===== config.mk =====
export PLATFORM = sky130hd
export DESIGN_NAME = glt_fifo
export DESIGN_NICKNAME = d
export VERILOG_FILES = /design/src/rtl/glt_pkg.sv /design/src/rtl/glt_fifo.sv
export SDC_FILE = /design/constraint.sdc
export NUM_CORES = 1
export LEC_CHECK = 0
export ABC_AREA = 1
export BUFFER_PORTS_ARGS = -buffer_cell sky130_fd_sc_hd__buf_2
export CORE_ASPECT_RATIO = 1.4
export CORE_MARGIN = 3
export CORE_UTILIZATION = 58
export DETAILED_ROUTE_END_ITERATION = 7
export PLACE_DENSITY = 0.8
export SLEW_MARGIN = 0
export SYNTH_ARGS = -nofsm -noshare
export SYNTH_HDL_FRONTEND = slang
export SYNTH_SLANG_ARGS = --single-unit

===== constraint.sdc =====
create_clock -name clk -period 5.05 [get_ports clk]
set_input_delay 0.2525 -clock clk [delete_from_list [all_inputs] [get_ports clk]]
set_output_delay 0.2525 -clock clk [all_outputs]
set_load 0.02 [all_outputs]

===== src/rtl/glt_pkg.sv =====
package glt_pkg;

	localparam int MAX_SIZE_XZ_DEF = 32;
	localparam int MAX_SIZE_Y_DEF = 256;

	localparam int SZ_W = 11;
	localparam int CFG_W = 9;

	localparam logic [1:0] ACT_WRITE = 2'd0;
	localparam logic [1:0] ACT_SMOOTH = 2'd1;
	localparam logic [1:0] ACT_FACE = 2'd2;

	localparam logic [1:0] CFG_SIZE_X = 2'd0;
	localparam logic [1:0] CFG_SIZE_Y = 2'd1;
	localparam logic [1:0] CFG_SIZE_Z = 2'd2;

	localparam logic signed [15:0] SHIFT_NUM = 16'sd29491;
	localparam logic [15:0] RECIP_15 = 16'd34953;

	typedef enum logic [1:0] {
		CMD_WRITE,
		CMD_FACE,
		CMD_SMOOTH
	} cmd_op_t;

	typedef struct packed {
		cmd_op_t op;
		logic [7:0] ix;
		logic [9:0] iy;
		logic [7:0] iz;
		logic [7:0] fx;
		logic [7:0] fy;
		logic [7:0] fz;
		logic [7:0] level;
	} cmd_t;

	typedef enum logic [2:0] {
		BK_IDLE,
		BK_FACE_RD,
		BK_FACE_WAIT,
		BK_SMOOTH,
		BK_DIV,
		BK_DONE
	} back_state_t;

	function automatic logic [SZ_W-1:0] eff_size(logic [CFG_W-1:0] r, int maxv);
		logic [SZ_W-1:0] s;
		s = SZ_W'(r);
		if (s < SZ_W'(2)) begin
			s = SZ_W'(2);
		end else if (s > SZ_W'(maxv)) begin
			s = SZ_W'(maxv);
		end
		return s;
	endfunction

	// Returns the clamped Q8 point: cell index in [17:8], weight in [7:0].
	function automatic logic [17:0] smooth_point(logic signed [17:0] pos,
			logic signed [31:0] prod, logic [SZ_W-1:0] size);
		logic signed [31:0] r;
		logic signed [18:0] s;
		logic [SZ_W-1:0] top;
		logic [17:0] hi;
		logic [17:0] c;
		r = prod + 32'sd2097152;
		s = $signed({pos[17], pos}) + $signed({{9{r[31]}}, r[31:22]});
		top = size - SZ_W'(2);
		hi = {top[9:0], 8'hFF};
		if (s[18]) begin
			c = '0;
		end else if (s[17:0] > hi) begin
			c = hi;
		end else begin
			c = s[17:0];
		end
		return c;
	endfunction

	function automatic logic [9:0] face_coord(logic signed [17:0] pos, logic [SZ_W-1:0] size);
		logic [SZ_W-1:0] m;
		logic [9:0] c;
		m = size - SZ_W'(1);
		if (pos[17]) begin
			c = '0;
		end else if (SZ_W'(pos[16:8]) > m) begin
			c = m[9:0];
		end else begin
			c = {1'b0, pos[16:8]};
		end
		return c;
	endfunction

	function automatic logic in_grid(logic signed [17:0] pos, logic [SZ_W-1:0] size);
		return !pos[17] && (SZ_W'(pos[16:8]) < size);
	endfunction

	function automatic logic [12:0] face_level(logic [3:0] lv);
		logic [12:0] v;
		case (lv)
			4'd0: v = 13'd0;
			4'd1: v = 13'd273;
			4'd2: v = 13'd546;
			4'd3: v = 13'd819;
			4'd4: v = 13'd1092;
			4'd5: v = 13'd1365;
			4'd6: v = 13'd1638;
			4'd7: v = 13'd1911;
			4'd8: v = 13'd2185;
			4'd9: v = 13'd2458;
			4'd10: v = 13'd2731;
			4'd11: v = 13'd3004;
			4'd12: v = 13'd3277;
			4'd13: v = 13'd3550;
			4'd14: v = 13'd3823;
			4'd15: v = 13'd4096;
			default: v = 13'd0;
		endcase
		return v;
	endfunction

endpackage


===== src/rtl/glt_fifo.sv =====
module glt_fifo #(
	parameter int DEPTH = 4
) (
	input logic clk,
	input logic arst_n,
	input logic push,
	input glt_pkg::cmd_t push_data,
	input logic pop,
	output glt_pkg::cmd_t head,
	output logic empty,
	output logic full
);
	localparam int PW = (DEPTH > 1) ? $clog2(DEPTH) : 1;

	glt_pkg::cmd_t mem_q [DEPTH];
	logic [PW-1:0] wr_q;
	logic [PW-1:0] rd_q;
	logic [PW:0] cnt_q;

	assign empty = (cnt_q == '0);
	assign full = (cnt_q == (PW+1)'(DEPTH));
	assign head = mem_q[rd_q];

	always_ff @(posedge clk) begin
		if (push && !full) begin
			mem_q[wr_q] <= push_data;
		end
	end

	always_ff @(posedge clk or negedge arst_n) begin
		if (!arst_n) begin
			wr_q <= '0;
			rd_q <= '0;
			cnt_q <= '0;
		end else begin
			if (push && !full) begin
				wr_q <= (wr_q == PW'(DEPTH - 1)) ? '0 : wr_q + PW'(1);
			end
			if (pop && !empty) begin
				rd_q <= (rd_q == PW'(DEPTH - 1)) ? '0 : rd_q + PW'(1);
			end
			cnt_q <= cnt_q + (PW+1)'(push && !full) - (PW+1)'(pop && !empty);
		end
	end
endmodule


==> impl_metrics.prom <==
# TYPE chip_impl_metric gauge
chip_impl_info{name="result_of_the_run",value="finished, final reports clean"} 1
chip_impl_metric{name="fin_worst_skew",unit="ps"} 9.43
chip_impl_metric{name="post-synth-top-area-fraction",unit="%"} 69.8
chip_impl_metric{name="first_pass_iters",unit=""} 5
chip_impl_metric{name="routed_wire_length_per_instance",unit="um"} 15.9
chip_impl_metric{name="clock.fmax",unit="MHz"} 337
chip_impl_metric{name="worst_setup_hold_path_clk_slew",unit="ps"} 60
chip_impl_metric{name="whs_path_depth",unit=""} 1
chip_impl_metric{name="areaGrowthSynthToFinish",unit="%"} 20.2
chip_impl_info{name="hold_end",value="mem_q[3][10]"} 1
chip_impl_metric{name="detail-route-antenna-nets",unit=""} 0
chip_impl_metric{name="routabilityCongestion",unit=""} 0.767
chip_impl_metric{name="die_span_in_y",unit="um"} 164
chip_impl_metric{name="first_global_vias",unit=""} 6042
chip_impl_metric{name="critical_path_arrival",unit="ps"} 2710
chip_impl_info{name="crit_type",value="flip-flop to output port"} 1
chip_impl_metric{name="tightestPinTransition",unit="ps"} 1130
chip_impl_metric{name="min_period_over_period",unit="%"} 58.7
chip_impl_metric{name="drtIter0Drc",unit=""} 420
chip_impl_metric{name="post_route_cells_drive_above_1_share",unit="%"} 25.1
chip_impl_info{name="clockRootBuffer",value="sky130_fd_sc_hd__clkbuf_16"} 1
chip_impl_metric{name="chipWidth",unit="um"} 119
chip_impl_metric{name="grtUsageTotal",unit="%"} 19.5
chip_impl_metric{name="total_power_per_unit_cell_area",unit="nW/um2"} 583
chip_impl_info{name="r2r_end",value="mem_q[1][7]"} 1
chip_impl_metric{name="detail_route.drc_violations",unit=""} 0
chip_impl_metric{name="grt_pass1_wl",unit="um"} 30100
chip_impl_metric{name="h_tree_depth",unit=""} 1
chip_impl_metric{name="postSynthCellCount",unit=""} 758
chip_impl_metric{name="final-setup-viol-count",unit=""} 0
chip_impl_metric{name="place.detailed.instances",unit=""} 1090
chip_impl_metric{name="port_buffers",unit=""} 125
chip_impl_metric{name="synth-warning-count",unit=""} 0
chip_impl_metric{name="io-pin-count",unit=""} 126
chip_impl_metric{name="die_area",unit="um2"} 19500
chip_impl_metric{name="fill_cells",unit=""} 1155
chip_impl_metric{name="worstRegToRegCells",unit=""} 5
chip_impl_info{name="synth_area_leaders",value="sky130_fd_sc_hd__edfxtp_1 (70%), sky130_fd_sc_hd__o211ai_2 (7.3%), sky130_fd_sc_hd__nand2_1 (7.2%), sky130_fd_sc_hd__inv_1 (4.9%), sky130_fd_sc_hd__o211ai_1 (4.4%)"} 1
chip_impl_metric{name="relative_contribution_of_sequential_cells_to_total_power",unit="%"} 40.5
chip_impl_metric{name="std_cell_rows",unit=""} 57
chip_impl_metric{name="layout_min_cycle_time",unit="ps"} 2970
chip_impl_metric{name="grt_start_max_net_pins",unit=""} 113
chip_impl_metric{name="finish.cell_count_without_fillers",unit=""} 1190
chip_impl_metric{name="cell_internal_power",unit="uW"} 4560
chip_impl_metric{name="required",unit="ps"} 4800
chip_impl_info{name="endpoint_kind",value="output port"} 1
chip_impl_metric{name="vias_per_cell",unit=""} 5.09
chip_impl_metric{name="floorplan.initialDensity",unit="%"} 59.3
chip_impl_info{name="cp-start-kind",value="flip-flop"} 1
chip_impl_metric{name="clock_latency_late_sink",unit="ps"} 490
chip_impl_metric{name="layout.nets",unit=""} 1010
chip_impl_metric{name="pwr-share-comb",unit="%"} 35.6
chip_impl_metric{name="wirelength",unit="um"} 18900
chip_impl_metric{name="synth.net_count",unit=""} 830
chip_impl_metric{name="via_count",unit=""} 6053
chip_impl_metric{name="detailed_place_hpwl",unit="um"} 10800
chip_impl_metric{name="ctsResizeCount",unit=""} 0
chip_impl_metric{name="ys_ff_latch",unit=""} 247
chip_impl_metric{name="net-switching-power",unit="uW"} 2680
chip_impl_metric{name="power",unit="uW"} 7230
chip_impl_metric{name="maxCapViolations",unit=""} 0
chip_impl_metric{name="hold_viol",unit=""} 0
chip_impl_info{name="rsz0062_at_grt",value="false"} 1
chip_impl_metric{name="leakage",unit="uW"} 0.00501
chip_impl_metric{name="yosysSeqAreaShare",unit="%"} 71.5
chip_impl_metric{name="clkSinkCount",unit=""} 247
chip_impl_metric{name="clk_path_buf_depth",unit=""} 3
chip_impl_info{name="tritoncts_clock_tree",value="yes"} 1
chip_impl_metric{name="grt_antenna_before_repair",unit=""} 0
chip_impl_metric{name="setup_tns",unit="ps"} 0
chip_impl_metric{name="path_max_fanout",unit=""} 112
chip_impl_info{name="reg2reg_from",value="cnt_q[0]"} 1
chip_impl_metric{name="timing_max_transition_violations_final",unit=""} 0
chip_impl_metric{name="synth_area",unit="um2"} 10300
chip_impl_metric{name="synth_cell_types",unit=""} 14
chip_impl_info{name="holdCritPathClass",value="input pin to flip-flop"} 1
chip_impl_metric{name="rrSetupSlack",unit="ps"} 2500
chip_impl_metric{name="worst_ir_drop_vdd",unit="mV"} 0.575
chip_impl_metric{name="total_gr_overflow",unit=""} 0
chip_impl_metric{name="pwr-share-clk",unit="%"} 24.0
chip_impl_info{name="synth_top_cell_by_area",value="sky130_fd_sc_hd__edfxtp_1"} 1
chip_impl_metric{name="cts-buffers-inserted",unit=""} 22
chip_impl_metric{name="antenna_cells",unit=""} 0
chip_impl_metric{name="syn-mean-instance-area",unit="um2"} 13.6
chip_impl_info{name="worst_hold_startpoint",value="push_data[10]"} 1
chip_impl_metric{name="timing.max_slew.rel_slack",unit="%"} 24.8
chip_impl_metric{name="core_region_area",unit="um2"} 17400
chip_impl_metric{name="power.switching_fraction",unit="%"} 37.0
## cells by family (layout without fill, tap and decap cells)
| kind of cell | Yosys count | after routing | synth area share (%) |
|---|---|---|---|
| AO/OA/AOI/OAI | 120 | 120 | 11.6 |
| AND/OR/NAND/NOR | 209 | 209 | 7.68 |
| flip-flops | 247 | 247 | 71.5 |
| buffers and inverters | 174 | 370 | 8.12 |
| adder cells (fa/ha/maj) | 8 | 8 | 1.04 |
## placed cells by master, fill, tap and decap left out
cell type / n
sky130_fd_sc_hd__inv_1: 133
sky130_fd_sc_hd__clkinvlp_4: 2
sky130_fd_sc_hd__fa_1: 1
sky130_fd_sc_hd__inv_2: 1
sky130_fd_sc_hd__o211ai_2: 60
sky130_fd_sc_hd__nand2_1: 197
sky130_fd_sc_hd__clkinv_1: 3
sky130_fd_sc_hd__buf_12: 1
sky130_fd_sc_hd__dfrtp_4: 2
sky130_fd_sc_hd__nor2_4: 4
sky130_fd_sc_hd__bufinv_16: 4
sky130_fd_sc_hd__ha_1: 7
sky130_fd_sc_hd__dfrtp_1: 5
sky130_fd_sc_hd__o211ai_1: 60
sky130_fd_sc_hd__nand3b_1: 1
sky130_fd_sc_hd__nand3_1: 4
sky130_fd_sc_hd__clkbuf_1: 1
sky130_fd_sc_hd__dlygate4sd3_1: 60
sky130_fd_sc_hd__buf_2: 125
sky130_fd_sc_hd__edfxtp_1: 240
sky130_fd_sc_hd__nor2_1: 3
sky130_fd_sc_hd__clkbuf_16: 23
sky130_fd_sc_hd__buf_4: 10
sky130_fd_sc_hd__clkinv_4: 1
sky130_fd_sc_hd__clkinv_2: 6
## flip-flops by register name (all words and copies together), names as in the netlist
signal and flops:
mem_q 240, wr_q 2, rd_q 2, cnt_q 3
## worst max path at each step
stage	start	to	slack (ps)	cells past startpoint
detailed placement	cnt_q[1]	mem_q[1][44]	2470	5
floorplan	cnt_q[1]	mem_q[0][0]	1400	4
global route	rd_q[0]	head[22]	1880	5
finish	rd_q[0]	head[22]	2080	5
CTS	rd_q[0]	head[22]	2060	5
global placement	cnt_q[1]	mem_q[1][7]	2490	5
## worst max-delay path: stages (launching register included)
cell,delay [ps]
sky130_fd_sc_hd__dfrtp_4,1160
sky130_fd_sc_hd__buf_12,500
sky130_fd_sc_hd__nand2_1,160
sky130_fd_sc_hd__o211ai_2,90
sky130_fd_sc_hd__nand2_1,110
sky130_fd_sc_hd__buf_2,170
## cells in the mapped netlist (all sizes together)
library cell / number
edfxtp: 240
inv: 134
buf: 40
dfrtp: 7
nand2: 197
nor2: 7
nand3: 4
o211ai: 120
nand3b: 1
ha: 7
fa: 1
## timing repair
action	in CTS	in global routing
hold endpoints to repair	243	0
hold buffers	60	0
buffers inserted	0	0
## metrics by stage
stage / utilization [%] / setup WS, ps / hold slack [ps] / cell area (um2)
finish: 71.3 / 2080 / 21.7 / 12400
global route: 71.3 / 1880 / 7.20 / 12400
CTS: 71.3 / 2060 / 1.61 / 12400
detailed placement: 63.4 / 2470 / 96.2 / 11000
global placement: 63.4 / 2490 / 90.5 / 11000
floorplan: - / 1400 / -43.1 / 10300
## routing by layer
metal | share of wire [%] | wire length [um] | vias up | GRT usage (%)
met1 | 42 | 7900 | 2899 | 25.0
met2 | 51 | 9630 | 148 | 34.1
li1 | - | - | 2979 | -
met3 | 5.1 | 954 | 27 | 3.17
met4 | 2.1 | 391 | 0 | 6.27
met5 | 0 | 0 | - | 0
## layout make-up
cell class	count	area, um2	area share (%)
Tap cell	236	295	2.38
Sequential cell	247	7390	59.6
Inverter	134	503	4.05
Clock buffer	24	579	4.67
Multi-Input combinational cell	337	2130	17.2
Clock inverter	16	185	1.49
Timing Repair Buffer	196	1320	10.7
## power groups by stage
stage	clock network, uW	registers (uW)	logic, uW
after floorplan	0	2860	2020
after global placement	0	2950	2520
after detailed placement	0	2970	2560
after CTS	1750	2930	2610
after global routing	1850	2960	2830
final	1730	2930	2570
Power figures use the tool's default switching activity.
