--- src/rtl/glt_pkg.sv ---
package glt_pkg;

	localparam int MAX_SIZE_XZ_DEF = 32;
	localparam int MAX_SIZE_Y_DEF = 256;

	localparam int SZ_W = 11;
	localparam int CFG_W = 9;

	localparam logic [1:0] ACT_WRITE = 2'd0;
	localparam logic [1:0] ACT_SMOOTH = 2'd1;
	localparam logic [1:0] ACT_FACE = 2'd2;

	localparam logic [1:0] CFG_SIZE_X = 2'd0;
	localparam logic [1:0] CFG_SIZE_Y = 2'd1;
	localparam logic [1:0] CFG_SIZE_Z = 2'd2;

	localparam logic signed [15:0] SHIFT_NUM = 16'sd29491;
	localparam logic [15:0] RECIP_15 = 16'd34953;

	typedef enum logic [1:0] {
		CMD_WRITE,
		CMD_FACE,
		CMD_SMOOTH
	} cmd_op_t;

	typedef struct packed {
		cmd_op_t op;
		logic [7:0] ix;
		logic [9:0] iy;
		logic [7:0] iz;
		logic [7:0] fx;
		logic [7:0] fy;
		logic [7:0] fz;
		logic [7:0] level;
	} cmd_t;

	typedef enum logic [2:0] {
		BK_IDLE,
		BK_FACE_RD,
		BK_FACE_WAIT,
		BK_SMOOTH,
		BK_DIV,
		BK_DONE
	} back_state_t;

	function automatic logic [SZ_W-1:0] eff_size(logic [CFG_W-1:0] r, int maxv);
		logic [SZ_W-1:0] s;
		s = SZ_W'(r);
		if (s < SZ_W'(2)) begin
			s = SZ_W'(2);
		end else if (s > SZ_W'(maxv)) begin
			s = SZ_W'(maxv);
		end
		return s;
	endfunction

	// Returns the clamped Q8 point: cell index in [17:8], weight in [7:0].
	function automatic logic [17:0] smooth_point(logic signed [17:0] pos,
			logic signed [31:0] prod, logic [SZ_W-1:0] size);
		logic signed [31:0] r;
		logic signed [18:0] s;
		logic [SZ_W-1:0] top;
		logic [17:0] hi;
		logic [17:0] c;
		r = prod + 32'sd2097152;
		s = $signed({pos[17], pos}) + $signed({{9{r[31]}}, r[31:22]});
		top = size - SZ_W'(2);
		hi = {top[9:0], 8'hFF};
		if (s[18]) begin
			c = '0;
		end else if (s[17:0] > hi) begin
			c = hi;
		end else begin
			c = s[17:0];
		end
		return c;
	endfunction

	function automatic logic [9:0] face_coord(logic signed [17:0] pos, logic [SZ_W-1:0] size);
		logic [SZ_W-1:0] m;
		logic [9:0] c;
		m = size - SZ_W'(1);
		if (pos[17]) begin
			c = '0;
		end else if (SZ_W'(pos[16:8]) > m) begin
			c = m[9:0];
		end else begin
			c = {1'b0, pos[16:8]};
		end
		return c;
	endfunction

	function automatic logic in_grid(logic signed [17:0] pos, logic [SZ_W-1:0] size);
		return !pos[17] && (SZ_W'(pos[16:8]) < size);
	endfunction

	function automatic logic [12:0] face_level(logic [3:0] lv);
		logic [12:0] v;
		case (lv)
			4'd0: v = 13'd0;
			4'd1: v = 13'd273;
			4'd2: v = 13'd546;
			4'd3: v = 13'd819;
			4'd4: v = 13'd1092;
			4'd5: v = 13'd1365;
			4'd6: v = 13'd1638;
			4'd7: v = 13'd1911;
			4'd8: v = 13'd2185;
			4'd9: v = 13'd2458;
			4'd10: v = 13'd2731;
			4'd11: v = 13'd3004;
			4'd12: v = 13'd3277;
			4'd13: v = 13'd3550;
			4'd14: v = 13'd3823;
			4'd15: v = 13'd4096;
			default: v = 13'd0;
		endcase
		return v;
	endfunction

endpackage

--- src/rtl/glt_if.sv ---
interface glt_in_if;
	logic valid;
	logic ready;
	logic [1:0] action;
	logic signed [17:0] pos_x;
	logic signed [17:0] pos_y;
	logic signed [17:0] pos_z;
	logic signed [15:0] normal_x;
	logic signed [15:0] normal_y;
	logic signed [15:0] normal_z;
	logic [3:0] sun_level;
	logic [3:0] block_level;

	modport source (output valid, action, pos_x, pos_y, pos_z, normal_x, normal_y, normal_z,
		sun_level, block_level, input ready);
	modport sink (input valid, action, pos_x, pos_y, pos_z, normal_x, normal_y, normal_z,
		sun_level, block_level, output ready);
endinterface


--- src/rtl/glt_front.sv ---
module glt_front #(
	parameter int MAX_SIZE_XZ = glt_pkg::MAX_SIZE_XZ_DEF,
	parameter int MAX_SIZE_Y = glt_pkg::MAX_SIZE_Y_DEF
) (
	input logic clk,
	input logic arst_n,
	input logic cfg_we,
	input logic [1:0] cfg_idx,
	input logic [glt_pkg::CFG_W-1:0] cfg_data,
	glt_in_if.sink in_ch,
	output logic push,
	output glt_pkg::cmd_t cmd,
	input logic full
);
	logic [5:0] size_x_q;
	logic [8:0] size_y_q;
	logic [5:0] size_z_q;

	logic v_s1;
	logic [1:0] act_s1;
	logic signed [17:0] px_s1, py_s1, pz_s1;
	logic signed [31:0] nx_s1, ny_s1, nz_s1;
	logic [7:0] lvl_s1;

	logic [glt_pkg::SZ_W-1:0] sx, sy, sz;
	logic [17:0] cx, cy, cz;
	logic [9:0] fcx, fcy, fcz;
	logic need;
	logic adv;

	always_ff @(posedge clk or negedge arst_n) begin
		if (!arst_n) begin
			size_x_q <= 6'd17;
			size_y_q <= 9'd256;
			size_z_q <= 6'd17;
		end else if (cfg_we) begin
			case (cfg_idx)
				glt_pkg::CFG_SIZE_X: size_x_q <= cfg_data[5:0];
				glt_pkg::CFG_SIZE_Y: size_y_q <= cfg_data;
				glt_pkg::CFG_SIZE_Z: size_z_q <= cfg_data[5:0];
				default: ;
			endcase
		end
	end

	assign sx = glt_pkg::eff_size({3'd0, size_x_q}, MAX_SIZE_XZ);
	assign sy = glt_pkg::eff_size(size_y_q, MAX_SIZE_Y);
	assign sz = glt_pkg::eff_size({3'd0, size_z_q}, MAX_SIZE_XZ);

	always_comb begin
		cx = glt_pkg::smooth_point(px_s1, nx_s1, sx);
		cy = glt_pkg::smooth_point(py_s1, ny_s1, sy);
		cz = glt_pkg::smooth_point(pz_s1, nz_s1, sz);
		fcx = glt_pkg::face_coord(px_s1, sx);
		fcy = glt_pkg::face_coord(py_s1, sy);
		fcz = glt_pkg::face_coord(pz_s1, sz);
		cmd.level = lvl_s1;
		cmd.fx = cx[7:0];
		cmd.fy = cy[7:0];
		cmd.fz = cz[7:0];
		case (act_s1)
			glt_pkg::ACT_WRITE: begin
				need = glt_pkg::in_grid(px_s1, sx) && glt_pkg::in_grid(py_s1, sy)
					&& glt_pkg::in_grid(pz_s1, sz);
				cmd.op = glt_pkg::CMD_WRITE;
				cmd.ix = px_s1[15:8];
				cmd.iy = py_s1[17:8];
				cmd.iz = pz_s1[15:8];
			end
			glt_pkg::ACT_FACE: begin
				need = 1'b1;
				cmd.op = glt_pkg::CMD_FACE;
				cmd.ix = fcx[7:0];
				cmd.iy = fcy;
				cmd.iz = fcz[7:0];
			end
			glt_pkg::ACT_SMOOTH: begin
				need = 1'b1;
				cmd.op = glt_pkg::CMD_SMOOTH;
				cmd.ix = cx[15:8];
				cmd.iy = cy[17:8];
				cmd.iz = cz[15:8];
			end
			default: begin
				need = 1'b0;
				cmd.op = glt_pkg::CMD_WRITE;
				cmd.ix = '0;
				cmd.iy = '0;
				cmd.iz = '0;
			end
		endcase
	end

	assign adv = v_s1 && (!need || !full);
	assign push = v_s1 && need && !full;
	assign in_ch.ready = !v_s1 || adv;

	always_ff @(posedge clk or negedge arst_n) begin
		if (!arst_n) begin
			v_s1 <= 1'b0;
		end else if (in_ch.ready) begin
			v_s1 <= in_ch.valid;
		end
	end

	always_ff @(posedge clk) begin
		if (in_ch.ready && in_ch.valid) begin
			act_s1 <= in_ch.action;
			px_s1 <= in_ch.pos_x;
			py_s1 <= in_ch.pos_y;
			pz_s1 <= in_ch.pos_z;
			nx_s1 <= in_ch.normal_x * glt_pkg::SHIFT_NUM;
			ny_s1 <= in_ch.normal_y * glt_pkg::SHIFT_NUM;
			nz_s1 <= in_ch.normal_z * glt_pkg::SHIFT_NUM;
			lvl_s1 <= {in_ch.sun_level, in_ch.block_level};
		end
	end
endmodule

--- src/flat_wrapper.sv ---
// flat-port wrapper written by rule: the top's interface ports become plain ports
module glt_front_flat 
#(
	parameter int MAX_SIZE_XZ = glt_pkg::MAX_SIZE_XZ_DEF,
	parameter int MAX_SIZE_Y = glt_pkg::MAX_SIZE_Y_DEF
)
  (clk, arst_n, cfg_we, cfg_idx, cfg_data, push, cmd, full, in_ch_valid, in_ch_action, in_ch_pos_x, in_ch_pos_y, in_ch_pos_z, in_ch_normal_x, in_ch_normal_y, in_ch_normal_z, in_ch_sun_level, in_ch_block_level, in_ch_ready);
  glt_in_if in_ch_i ();
  input logic clk;
  input logic arst_n;
  input logic cfg_we;
  input logic [1:0] cfg_idx;
  input logic [glt_pkg::CFG_W-1:0] cfg_data;
  output logic push;
  output glt_pkg::cmd_t cmd;
  input logic full;
  input wire logic [$bits(in_ch_i.valid)-1:0] in_ch_valid;
  input wire logic [$bits(in_ch_i.action)-1:0] in_ch_action;
  input wire logic [$bits(in_ch_i.pos_x)-1:0] in_ch_pos_x;
  input wire logic [$bits(in_ch_i.pos_y)-1:0] in_ch_pos_y;
  input wire logic [$bits(in_ch_i.pos_z)-1:0] in_ch_pos_z;
  input wire logic [$bits(in_ch_i.normal_x)-1:0] in_ch_normal_x;
  input wire logic [$bits(in_ch_i.normal_y)-1:0] in_ch_normal_y;
  input wire logic [$bits(in_ch_i.normal_z)-1:0] in_ch_normal_z;
  input wire logic [$bits(in_ch_i.sun_level)-1:0] in_ch_sun_level;
  input wire logic [$bits(in_ch_i.block_level)-1:0] in_ch_block_level;
  output wire logic [$bits(in_ch_i.ready)-1:0] in_ch_ready;
  assign in_ch_i.valid = in_ch_valid;
  assign in_ch_i.action = in_ch_action;
  assign in_ch_i.pos_x = in_ch_pos_x;
  assign in_ch_i.pos_y = in_ch_pos_y;
  assign in_ch_i.pos_z = in_ch_pos_z;
  assign in_ch_i.normal_x = in_ch_normal_x;
  assign in_ch_i.normal_y = in_ch_normal_y;
  assign in_ch_i.normal_z = in_ch_normal_z;
  assign in_ch_i.sun_level = in_ch_sun_level;
  assign in_ch_i.block_level = in_ch_block_level;
  assign in_ch_ready = in_ch_i.ready;
  glt_front #(.MAX_SIZE_XZ(MAX_SIZE_XZ), .MAX_SIZE_Y(MAX_SIZE_Y)) u_core (.clk(clk), .arst_n(arst_n), .cfg_we(cfg_we), .cfg_idx(cfg_idx), .cfg_data(cfg_data), .in_ch(in_ch_i), .push(push), .cmd(cmd), .full(full));
endmodule
--- config.mk ---
export PLATFORM = sky130hd
export DESIGN_NAME = glt_front_flat
export DESIGN_NICKNAME = d
export VERILOG_FILES = /design/src/rtl/glt_pkg.sv /design/src/rtl/glt_if.sv /design/src/rtl/glt_front.sv /design/src/flat_wrapper.sv
export SDC_FILE = /design/constraint.sdc
export NUM_CORES = 1
export LEC_CHECK = 0
export BUFFER_PORTS_ARGS = -buffer_cell sky130_fd_sc_hd__buf_2
export CAP_MARGIN = 0
export CORE_MARGIN = 1.5
export CORE_UTILIZATION = 40
export DETAILED_ROUTE_END_ITERATION = 7
export GPL_TIMING_DRIVEN = 0
export MAX_ROUTING_LAYER = met4
export PLACE_DENSITY_LB_ADDON = 0.1
export SYNTH_ARGS = -nofsm -noshare
export SYNTH_HDL_FRONTEND = slang
export SYNTH_SLANG_ARGS = --single-unit
--- constraint.sdc ---
create_clock -name clk -period 17.35 [get_ports clk]
set_input_delay 3.47 -clock clk [delete_from_list [all_inputs] [get_ports clk]]
set_output_delay 3.47 -clock clk [all_outputs]
set_load 0.05 [all_outputs]
==> impl_metrics.sql <==
INSERT INTO impl_metrics (metric_group, metric, value, unit) VALUES
('run_status', 'run_status', 'completed', ''),
('logic_synthesis', 'number_of_cells_produced_by_synthesis', '2588', ''),
('logic_synthesis', 'synth_ff_type', 'edfxtp_1', ''),
('cts', 'cts.repair_timing.setup_buffer_count', '0', ''),
('setup_path', 'worstReg2RegStart', 'u_core.size_y_q[2]', ''),
('detailed_routing', 'post_drt_via_cell_ratio', '5.09', ''),
('cts', 'clockBufferDepth', '2', ''),
('logic_synthesis', 'synth_edf_count', '97', ''),
('logic_synthesis', 'synth.ff_latch_count', '119', ''),
('floorplanning', 'core_region_area', '0.0606', 'mm2'),
('logic_synthesis', 'ys_top_cells_by_area', 'ha_1 25%, fa_1 24%, edfxtp_1 12%', ''),
('setup_path', 'cp_cell_sequence', 'and3_1 -> and3_1 -> nand3_1 -> nor2_1 -> xor2_1 -> ha_1 -> a21oi_1 -> o21a_1 -> o31ai_1 -> a31oi_1 -> o21a_1 -> o21ai_0 -> a21oi_1 -> xnor2_1 -> ha_1 -> nand4_1 -> or4_1 -> or4_1 -> nor2_1 -> a21oi_2 -> inv_1 -> nor3_1 -> o32ai_1 -> buf_2', ''),
('timing', 'max-slew-margin-rel', '30.8', '%'),
('logic_synthesis', 'synthDistinctLibCells', '90', ''),
('timing', 'final.setup.worst_slack', '7200', 'ps'),
('timing', 'rsz0062_at_grt', 'no', ''),
('timing', 'final_hold_viol_count', '0', ''),
('cts', 'clock_transition_at_the_registers_of_the_reported_paths', '60', 'ps'),
('logic_synthesis', 'post_synth.cell_area_avg', '9.51', 'um2'),
('timing', 'fmax', '0.0985', 'GHz'),
('setup_path', 'crit_path_top_delay_cell', 'xor2_1', ''),
('timing', 'setup-tns-final', '0', 'ps'),
('global_route', 'grt-ovfl-total', '0', ''),
('timing', 'layout_worst_path_cycle_share', '58.5', '%'),
('floorplanning', 'top_level_ports', '190', ''),
('logic_synthesis', 'syn-cell-area', '0.0246', 'mm2'),
('setup_path', 'timing.critical_path.fanout_max', '10', ''),
('floorplanning', 'fp.dieArea', '0.0630', 'mm2'),
('detailed_routing', 'drt_first_pass_iters', '5', ''),
('timing', 'worst-slew-pin-transition', '1030', 'ps'),
('hold_path', 'hold_class', 'reg2reg', ''),
('setup_path', 'crit_type', 'reg2out', ''),
('timing', 'skew', '13.7', 'ps'),
('setup_path', 'endpoint_kind', 'primary output', ''),
('cts', 'clock_sink_count', '119', ''),
('timing', 'timing_max_transition_violations_final', '0', ''),
('global_route', 'grt_max_degree', '31', ''),
('setup_path', 'crit_path_start', 'u_core.nx_s1[23]', ''),
('cts', 'clock_tree.root_cell', 'clkbuf_16', ''),
('logic_synthesis', 'post_synth_most_frequent_cells', '551 x inv_1, 483 x ha_1, 294 x fa_1, 146 x a21oi_1, 118 x nand2_1', ''),
('cts', 'post_cts_resize_count', '0', ''),
('detailed_routing', 'drt_wl_total', '61200', 'um'),
('run', 'max-cap-violations', '0', ''),
('cts', 'cts_htree_levels', '4', ''),
('setup_path', 'worst-endpoint-required', '13880', 'ps'),
('logic_synthesis', 'synthesis.yosys.warnings', '0', ''),
('setup_path', 'max_stage_delay_on_crit_path', '740', 'ps'),
('global_route', 'grt_util_all_layers', '20.8', '%'),
('detailed_routing', 'total_vias_in_the_final_route', '18343', ''),
('placed_design', 'dp_slack', '6970', 'ps'),
('global_route', 'grt_antenna_before_repair', '3', ''),
('floorplanning', 'floorplan.initialDensity', '40.6', '%'),
('cts', 'hold_buffers', '0', ''),
('detailed_routing', 'drc', '0', ''),
('cells_and_area', 'area_growth_from_synthesis_to_final_layout', '11.0', '%'),
('floorplanning', 'chipWidth', '251', 'um'),
('cts', 'cts_made_buffers', '17', ''),
('placed_design', 'post-dp-hpwl', '53400', 'um'),
('cells_and_area', 'final_layout_size_suffix_gt1_share', '10.4', '%'),
('logic_synthesis', 'most_numerous_cell_in_the_yosys_netlist', 'inv_1', ''),
('logic_synthesis', 'async_sr_flop_fraction', '18.5', '%'),
('detailed_routing', 'final_antenna_net_count', '0', ''),
('global_route', 'vias_in_the_first_global_route', '19506', ''),
('timing', 'count_of_endpoints_failing_setup_in_the_final_report', '0', ''),
('cells_and_area', 'finish.net_count', '3713', ''),
('timing', 'layout_min_cycle_time', '10150', 'ps'),
('logic_synthesis', 'synthDominantAreaCellType', 'ha_1', ''),
('cells_and_area', 'fillCellCount', '5881', ''),
('floorplanning', 'fp-row-count', '90', ''),
('logic_synthesis', 'synth.top_cell.area_share', '24.6', '%'),
('setup_path', 'worst-endpoint-arrival', '6680', 'ps');
==> placed cells by master, fill, tap and decap left out, types with 8 or more instances in the layout <==
cell and count:
inv_1 551, ha_1 483, fa_1 294, buf_2 192, a21oi_1 146, nand2_1 118, xnor2_1 111, nor2_1 110
edfxtp_1 97, o21ai_0 74, nand3_1 59, xor2_1 51, o21a_1 33, a21o_1 33, clkbuf_1 29, nand4_1 25
nor2b_1 23, nor3_1 22, nand2b_1 22, clkbuf_16 22, mux2_2 21, o22ai_1 21, a31oi_1 18, and3_1 17
dfrtp_1 17, mux2i_1 14, o211ai_1 11, a211oi_1 11, conb_1 9, o21ai_1 8, nor4_1 8
==> final timing paths <==
path / cells past startpoint / endpoint / slack, ps
worst max-delay path: 24 / cmd[55] / 7200
min in group asynchronous: 1 / u_core.size_y_q[6] / 2970
worst max register to register: 18 / u_core.pz_s1[5] / 12620
worst min-delay path: 1 / u_core.size_y_q[0] / 520
worst min register to register: 1 / u_core.size_y_q[0] / 520
max in group asynchronous: 1 / u_core.size_z_q[0] / 14020
==> registers in the layout, indices dropped and copies added (netlist names), 6 cells and up <==
register and flops:
u_core.lvl_s1 8, u_core.nx_s1 11, u_core.ny_s1 11, u_core.nz_s1 11, u_core.px_s1 18, u_core.py_s1 18, u_core.pz_s1 18, u_core.size_x_q 6
u_core.size_y_q 9, u_core.size_z_q 6
==> logic make-up after synthesis <==
family	share of synthesized area, %
AND/OR/NAND/NOR	8.98
other	0.0152
multiplexers	1.53
adder cells (fa/ha/maj)	48.6
flip-flops	14.1
AO/OA/AOI/OAI	11.9
XOR/XNOR	5.77
buffers and inverters	9.08
==> critical path: cells and delay by family (launching register included) <==
family                   cells  cell delay (ps)
adder cells (fa/ha/maj)      2              730
flip-flops                   1              410
buffers and inverters        2              550
AO/OA/AOI/OAI                9             1730
AND/OR/NAND/NOR              9             1960
XOR/XNOR                     2              830
==> metal layers <==
layer,track usage (%),wire (um)
met5,-,0
met4,4.91,989
met3,2.77,2070
met2,35.8,30200
met1,25.8,27900
==> through the flow <==
step	hold WS [ps]	utilization, %	instances	cell area, um2
5_1_grt	552	45.1	3606	27300
3_3_place_gp	489	43.8	3567	26600
2_1_floorplan	471	-	2596	24600
3_5_place_dp	506	44.0	3571	26700
4_1_cts	521	45.1	3603	27300
6_report	519	45.1	3607	27300
==> layout make-up <==
class                           count  area [um2]  share of cell area (%)
Tap cell                          782         978                    3.58
Sequential cell                   119        3470                    12.7
Multi-Input combinational cell   1886       18900                    69.3
Timing Repair Buffer              193        1030                    3.78
Inverter                          553        2080                    7.60
Clock buffer                       23         564                    2.07
Clock inverter                      9        93.8                   0.344
Antenna cell                        4        10.0                  0.0366
Buffer                             38         158                   0.577
Power is left out: the tool's default activity adds up to more than one toggle a clock period on the data nets, which glitch-free logic cannot reach.
